--- config.mk ---
export PLATFORM = sky130hd
export DESIGN_NAME = gardner_symbol_timing_unit
export DESIGN_NICKNAME = d
export VERILOG_FILES = /design/src/hw/rtl/gst_pkg.sv /design/src/hw/rtl/gst_mul.sv /design/src/hw/rtl/gardner_symbol_timing_unit.sv
export SDC_FILE = /design/constraint.sdc
export NUM_CORES = 2
export LEC_CHECK = 0
export BUFFER_PORTS_ARGS = -buffer_cell sky130_fd_sc_hd__clkbuf_2
export CORE_MARGIN = 2
export CORE_UTILIZATION = 45
export CTS_CLUSTER_SIZE = 16
export DETAILED_ROUTE_END_ITERATION = 8
export PLACE_DENSITY = 0.6
export REMOVE_ABC_BUFFERS = 1
export SLEW_MARGIN = 20
export SYNTH_ARGS = -nofsm -noshare
export SYNTH_HDL_FRONTEND = slang
export SYNTH_SLANG_ARGS = --single-unit
--- constraint.sdc ---
create_clock -name clk_i -period 17.85 [get_ports clk_i]
set_input_delay 0.8925 -clock clk_i [delete_from_list [all_inputs] [get_ports clk_i]]
set_output_delay 0.8925 -clock clk_i [all_outputs]
set_load 0.05 [all_outputs]
--- src/hw/rtl/gst_pkg.sv ---
package gst_pkg;

  // Default geometry
  localparam int SAMPLE_BITS_DEF = 16;
  localparam int PHASE_FRAC_DEF  = 16;

  // Register fields
  localparam int INC_W  = 17;
  localparam int GAIN_W = 16;
  localparam int CFG_W  = 17;
  localparam int GAIN_FRAC = 24;

  localparam logic [INC_W-1:0]  INC_RESET  = 17'd4096;
  localparam logic [GAIN_W-1:0] GAIN_RESET = 16'd10486;

  typedef enum logic {
    CFG_PHASE_INC = 1'b0,
    CFG_LOOP_GAIN = 1'b1
  } cfg_idx_e;

  typedef enum logic {
    CMD_SAMPLE = 1'b0,
    CMD_CLEAR  = 1'b1
  } cmd_e;

  typedef enum logic [2:0] {
    ST_IDLE,
    ST_MUL_I,
    ST_MUL_Q,
    ST_ACC,
    ST_MUL_G,
    ST_UPD
  } state_e;

endpackage

--- src/hw/rtl/gst_mul.sv ---
module gst_mul #(
  parameter int AW = 34,
  parameter int BW = 17
) (
  input  logic                 clk_i,
  input  logic                 en_i,
  input  logic signed [AW-1:0] a_i,
  input  logic signed [BW-1:0] b_i,
  output logic signed [AW+BW-1:0] p_o
);

  logic signed [AW+BW-1:0] p_q;

  // Hold the product until the next issue
  always_ff @(posedge clk_i) begin
    if (en_i) begin
      p_q <= (AW+BW)'(a_i) * (AW+BW)'(b_i);
    end
  end

  assign p_o = p_q;

endmodule

--- src/hw/rtl/gardner_symbol_timing_unit.sv ---
// A sample that does not close a symbol is absorbed in the idle state and the block stays
// ready; a symbol sample passes through MUL_I, MUL_Q, ACC, MUL_G and UPD before its word
// goes into the output register, and no new sample is taken until then: three passes through
// the shared multiplier, the accumulate and the update; a full output register stalls it.
// Reset: timing state and history clear to zero, registers return to their defaults,
// the output register is empty and the block comes out of reset ready.
module gardner_symbol_timing_unit #(
  parameter int SAMPLE_BITS         = gst_pkg::SAMPLE_BITS_DEF,
  parameter int PHASE_FRACTION_BITS = gst_pkg::PHASE_FRAC_DEF
) (
  input  logic                          clk_i,
  input  logic                          rst_ni,
  input  logic                          cfg_we_i,
  input  logic                          cfg_idx_i,
  input  logic [gst_pkg::CFG_W-1:0]     cfg_data_i,
  input  logic                          in_valid_i,
  output logic                          in_ready_o,
  input  logic                          command_i,
  input  logic signed [SAMPLE_BITS-1:0] sample_i_i,
  input  logic signed [SAMPLE_BITS-1:0] sample_q_i,
  output logic                          out_valid_o,
  input  logic                          out_ready_i,
  output logic signed [SAMPLE_BITS-1:0] symbol_i_o,
  output logic signed [SAMPLE_BITS-1:0] symbol_q_o
);

  localparam int SB   = SAMPLE_BITS;
  localparam int PFB  = PHASE_FRACTION_BITS;
  localparam int PhW  = PFB + 2;
  localparam int SW   = ((PhW > gst_pkg::INC_W + 1) ? PhW : gst_pkg::INC_W + 1) + 1;
  localparam int EW   = 2 * SB + 2;
  localparam int MB   = (SB > gst_pkg::GAIN_W + 1) ? SB : gst_pkg::GAIN_W + 1;
  localparam int PW   = EW + MB;
  localparam int AW   = PW + 1;
  localparam int GainShift = 2 * (SB - 1) + gst_pkg::GAIN_FRAC - PFB;

  localparam logic signed [SW-1:0] HalfSw = SW'(1) <<< (PFB - 1);
  localparam logic signed [SW-1:0] OneSw  = SW'(1) <<< PFB;
  localparam logic signed [AW-1:0] HalfAw = AW'(1) <<< (PFB - 1);
  localparam logic signed [AW-1:0] OneAw  = AW'(1) <<< PFB;

  gst_pkg::state_e state_q, state_d;

  logic [gst_pkg::INC_W-1:0]  inc_q;
  logic [gst_pkg::GAIN_W-1:0] gain_q;

  logic signed [PhW-1:0] phase_q;
  logic signed [SB-1:0]  prev_i_q, prev_q_q, mid_i_q, mid_q_q;
  logic                  mid_taken_q;
  logic signed [SB-1:0]  s_i_q, s_q_q;
  logic signed [SW-1:0]  ph_q;
  logic signed [EW-1:0]  err_q;
  logic                  out_valid_q;
  logic signed [SB-1:0]  sym_i_q, sym_q_q;

  logic                  accept;
  logic                  emit;
  logic                  mul_en;
  logic signed [EW-1:0]  mul_a;
  logic signed [MB-1:0]  mul_b;
  logic signed [PW-1:0]  prod;
  logic signed [SW-1:0]  ph_sum;
  logic signed [SB:0]    diff_i, diff_q;
  logic signed [PW-1:0]  corr;
  logic signed [AW-1:0]  ph_new;
  logic signed [AW-1:0]  ph_clamped;

  assign in_ready_o = (state_q == gst_pkg::ST_IDLE);
  assign accept     = in_valid_i && in_ready_o;
  assign emit       = (state_q == gst_pkg::ST_UPD) && (!out_valid_q || out_ready_i);

  assign ph_sum = SW'(phase_q) + $signed(SW'(inc_q));
  assign diff_i = (SB+1)'(prev_i_q) - (SB+1)'(s_i_q);
  assign diff_q = (SB+1)'(prev_q_q) - (SB+1)'(s_q_q);

  // Arithmetic shift gives the floor of gain * error
  assign corr   = prod >>> GainShift;
  assign ph_new = AW'(ph_q) - OneAw + AW'(corr);

  always_comb begin
    if (ph_new < -HalfAw) begin
      ph_clamped = -HalfAw;
    end else if (ph_new > HalfAw) begin
      ph_clamped = HalfAw;
    end else begin
      ph_clamped = ph_new;
    end
  end

  // Shared multiplier operand select
  always_comb begin
    mul_en = 1'b0;
    mul_a  = err_q;
    mul_b  = MB'({1'b0, gain_q});
    case (state_q)
      gst_pkg::ST_MUL_I: begin
        mul_en = 1'b1;
        mul_a  = EW'(diff_i);
        mul_b  = MB'(mid_i_q);
      end
      gst_pkg::ST_MUL_Q: begin
        mul_en = 1'b1;
        mul_a  = EW'(diff_q);
        mul_b  = MB'(mid_q_q);
      end
      gst_pkg::ST_MUL_G: begin
        mul_en = 1'b1;
      end
      default: begin
        mul_en = 1'b0;
      end
    endcase
  end

  gst_mul #(
    .AW (EW),
    .BW (MB)
  ) u_mul (
    .clk_i (clk_i),
    .en_i  (mul_en),
    .a_i   (mul_a),
    .b_i   (mul_b),
    .p_o   (prod)
  );

  always_comb begin
    state_d = state_q;
    case (state_q)
      gst_pkg::ST_IDLE: begin
        if (accept && (command_i != gst_pkg::CMD_CLEAR) && (ph_sum >= OneSw)) begin
          state_d = gst_pkg::ST_MUL_I;
        end
      end
      gst_pkg::ST_MUL_I: state_d = gst_pkg::ST_MUL_Q;
      gst_pkg::ST_MUL_Q: state_d = gst_pkg::ST_ACC;
      gst_pkg::ST_ACC:   state_d = gst_pkg::ST_MUL_G;
      gst_pkg::ST_MUL_G: state_d = gst_pkg::ST_UPD;
      gst_pkg::ST_UPD: begin
        if (emit) begin
          state_d = gst_pkg::ST_IDLE;
        end
      end
      default: state_d = gst_pkg::ST_IDLE;
    endcase
  end

  always_ff @(posedge clk_i or negedge rst_ni) begin
    if (!rst_ni) begin
      state_q <= gst_pkg::ST_IDLE;
    end else begin
      state_q <= state_d;
    end
  end

  always_ff @(posedge clk_i or negedge rst_ni) begin
    if (!rst_ni) begin
      inc_q  <= gst_pkg::INC_RESET;
      gain_q <= gst_pkg::GAIN_RESET;
    end else if (cfg_we_i) begin
      case (cfg_idx_i)
        gst_pkg::CFG_PHASE_INC: inc_q  <= cfg_data_i[gst_pkg::INC_W-1:0];
        gst_pkg::CFG_LOOP_GAIN: gain_q <= cfg_data_i[gst_pkg::GAIN_W-1:0];
        default: ;
      endcase
    end
  end

  // Timing state and history
  always_ff @(posedge clk_i or negedge rst_ni) begin
    if (!rst_ni) begin
      phase_q     <= '0;
      prev_i_q    <= '0;
      prev_q_q    <= '0;
      mid_i_q     <= '0;
      mid_q_q     <= '0;
      mid_taken_q <= 1'b0;
    end else if (accept) begin
      if (command_i == gst_pkg::CMD_CLEAR) begin
        phase_q     <= '0;
        prev_i_q    <= '0;
        prev_q_q    <= '0;
        mid_i_q     <= '0;
        mid_q_q     <= '0;
        mid_taken_q <= 1'b0;
      end else begin
        if (!mid_taken_q && (ph_sum >= HalfSw)) begin
          mid_i_q     <= sample_i_i;
          mid_q_q     <= sample_q_i;
          mid_taken_q <= 1'b1;
        end
        if (ph_sum < OneSw) begin
          phase_q <= PhW'(ph_sum);
        end
      end
    end else if (emit) begin
      phase_q     <= PhW'(ph_clamped);
      prev_i_q    <= s_i_q;
      prev_q_q    <= s_q_q;
      mid_taken_q <= 1'b0;
    end
  end

  // Working registers
  always_ff @(posedge clk_i) begin
    if (accept) begin
      s_i_q <= sample_i_i;
      s_q_q <= sample_q_i;
      ph_q  <= ph_sum;
    end
    case (state_q)
      gst_pkg::ST_MUL_Q: err_q <= EW'(prod);
      gst_pkg::ST_ACC:   err_q <= err_q + EW'(prod);
      default: ;
    endcase
  end

  // Output word register
  always_ff @(posedge clk_i or negedge rst_ni) begin
    if (!rst_ni) begin
      out_valid_q <= 1'b0;
    end else if (emit) begin
      out_valid_q <= 1'b1;
    end else if (out_ready_i) begin
      out_valid_q <= 1'b0;
    end
  end

  always_ff @(posedge clk_i) begin
    if (emit) begin
      sym_i_q <= s_i_q;
      sym_q_q <= s_q_q;
    end
  end

  assign out_valid_o = out_valid_q;
  assign symbol_i_o  = sym_i_q;
  assign symbol_q_o  = sym_q_q;

endmodule
==> flow_summary.ini <==
[place]
placed_cells = 4734
dpl_worst_slack_ps = 7530
io_buffers = 89
dp_hpwl_um = 77400
gp_congestion = 0.946
placement.cell_area_mm2 = 0.0375

[routing]
routed_via_density = 5.59
post-route-drc-count = 0
wl_final_um = 102000
drtIter0Drc = 2067
drtPass1Iterations = 5
routed-via-count = 26800
routed_wire_length_per_instance_um = 21.3
antenna_violating_nets_post_route = 0

[clocking]
root_buffer = sky130_fd_sc_hd__clkbuf_16
worstSkewPairLatency_ps = 530
clk_pin_slew_worst_paths_ps = 60
cts_max_level = 2
cts_tree = done
clk_path_buf_depth = 3
cts.sink_count = 284
total_setup_buffers_inserted_after_cts = 0
cts.repair.resized = 0
numCtsBuffers = 34
post_cts_hold_buffer_count = 0

[worst_setup_path]
path_max_fanout = 93
ff2ff_setup_slack_ps = 7420
worstReg2RegEnd = u_mul.p_o[47]
most_common_cell_type_on_the_critical_path = sky130_fd_sc_hd__fa_1
criticalPathCategory = flop to flop
regToRegStartpoint = s_i_q[0]
number_of_cell_instances_on_the_worst_register_to_register_path = 35
critPathArrivalTime_ps = 10710
crit_path_start_kind = flop
critical-path-max-stage-delay_ps = 780
cp_slowest_cell = sky130_fd_sc_hd__buf_4
worst_ep_required_time_ps = 18120
endpoint_kind = flop

[yosys]
postSynthAreaPerCell_um2 = 9.65
yosys.area.top_type_share_pct = 31.3
yosys.cell_types.count = 78
ys.flop_type = sky130_fd_sc_hd__edfxtp_1
synth-async-reset-ratio_pct = 42.3
number_of_warnings_issued_by_yosys = 0
netlist_top_cells_area = sky130_fd_sc_hd__fa_1 (31%), sky130_fd_sc_hd__edfxtp_1 (14%), sky130_fd_sc_hd__ha_1 (8.3%), sky130_fd_sc_hd__dfrtp_1 (7.8%), sky130_fd_sc_hd__inv_1 (7.4%)
syn-instance-count = 3698
post-synth-top-area-cell = sky130_fd_sc_hd__fa_1
synthMostInstantiatedCell = sky130_fd_sc_hd__inv_1
cell_area_after_synthesis_mm2 = 0.0357
ys_seq_area_share_pct = 22.3
post_synth_most_frequent_cells = sky130_fd_sc_hd__inv_1 (700), sky130_fd_sc_hd__fa_1 (557), sky130_fd_sc_hd__nor2_1 (254)
synth-edff-count = 164
postSynthRegisterBits = 284

[floorplan]
std_cell_rows = 103
chipHeight_um = 286
floorplan.initialDensity_pct = 45.3
die_area_mm2 = 0.0815
design.core.area_mm2 = 0.0787
pin_count = 90
fp.dieW_um = 286

[outcome]
outcome = finished clean

[grt]
grt.total_usage_pct = 25.5
number_of_antenna_violations_at_the_first_check_in_global_routing = 4
grt_start_max_net_pins = 94
grt_pass1_wl_um = 161000
grt-ovfl-total = 0
grt_pass1_vias = 27600

[sta]
finalClockSkew_ps = 14.8
setup-violations-final = 0
final.min_clock_period_ps = 10430
timing_hold_violations_final = 0
worst_slew_pin_slew_ps = 1120
grt_setup_unrepaired = false
timing.fmax_mhz = 95.9
maxSlewViolCount = 0
timing.slew.headroom_pct = 25.0
post_route_worst_setup_slack_ps = 7420
timing.final.crit_share_pct = 58.4

[finish]
post_route_cells_drive_above_1_share_pct = 8.38
post_route_cell_area_mm2 = 0.0385
final.fill_count = 7417
num-nets-final = 4571
layout_overhead_on_the_synthesized_area_pct = 7.99
stdcell_count = 4796

[hold_path]
min_path_type = input port to async pin

[job]
drv.max_cap_violation_count = 0
## sequential cells by signal (all words and copies together) (netlist names), 17 cells and up
register	count
err_q	34
inc_q	17
ph_q	19
u_mul.p_o	47
phase_q	18
## final cells by class
type                    instances  area (µm²)  share of cell area [%]
repair buffers                153         928                    2.41
clock inverters                17         123                   0.318
flip-flops and latches        284        7940                    20.6
diodes                          1        2.50                 0.00650
clock buffers                  44         920                    2.39
inverters                     701        2630                    6.83
multi-input cells            2546       24700                    64.0
well taps                    1050        1310                    3.41
## worst max path at each step
stage                     to  slack [ps]  startpoint  depth (start not counted)
2_1_floorplan  u_mul.p_o[49]       -3690  state_q[1]                         26
3_3_place_gp   u_mul.p_o[47]        7680    s_i_q[0]                         35
3_5_place_dp   u_mul.p_o[47]        7530    s_i_q[0]                         35
4_1_cts        u_mul.p_o[47]        7490    s_i_q[0]                         35
5_1_grt        u_mul.p_o[47]        6740    s_i_q[0]                         35
6_report       u_mul.p_o[47]        7420    s_i_q[0]                         35
## metal layers
layer	wire length, µm	up-vias	track usage (%)
met2	48600	846	41.8
met1	44400	13600	35.9
met5	0	-	0
li1	-	12200	-
met4	3150	0	7.75
met3	5800	173	2.73
## worst max-delay path, delay by kind of cell (launching register included)
kind,cells,cell delay (ps)
buf+inv,6,1700
flops,1,420
compound gates,13,2590
xor+xnor,1,130
simple gates,6,1130
fa+ha+maj,9,4090
## cells in the final DEF (no fill, tap or decap), drive strengths merged, types with 12 or more instances in the layout
cell / netlist / layout
inv: 701 / 704
fa: 557 / 557
nor2: 254 / 254
ha: 238 / 238
nand2: 227 / 227
nor3: 202 / 202
edfxtp: 164 / 164
clkbuf: 125 / 132
a21oi: 130 / 130
nand3: 129 / 129
o21ai: 115 / 115
dfrtp: 111 / 111
a21o: 83 / 83
xnor2: 76 / 76
a22o: 70 / 70
buf: 42 / 65
xor2: 45 / 45
or3: 37 / 37
mux2: 35 / 35
o21a: 32 / 32
nor2b: 27 / 27
nand2b: 24 / 24
or2: 24 / 24
and2: 22 / 22
and3: 19 / 19
o221ai: 16 / 16
a31oi: 15 / 15
a221o: 15 / 15
a211oi: 15 / 15
a221oi: 15 / 15
nand4: 12 / 12
clkinv: 0 / 12
## kinds of logic (layout without fill, tap and decap cells)
logic type | Yosys count | count (layout) | share of synthesized area [%]
flip-flops | 284 | 284 | 22.3
other | 0 | 1 | 0
XOR/XNOR | 121 | 121 | 2.99
adder cells (fa/ha/maj) | 795 | 795 | 39.6
AND/OR/NAND/NOR | 998 | 998 | 13.1
multiplexers | 39 | 39 | 1.22
AO/OA/AOI/OAI | 593 | 593 | 11.6
buffers and inverters | 868 | 915 | 9.29
## through the flow
step / TNS (ps) / util [%] / hold slack (ps)
floorplan: -76530 / - / 450
global placement: 0 / 47.6 / 462
detailed placement: 0 / 47.6 / 472
CTS: 0 / 48.9 / 468
global route: 0 / 48.9 / 502
finish: 0 / 48.9 / 451
Power is left out: the tool's default activity adds up to more than one toggle a clock period on the data nets, which glitch-free logic cannot reach.
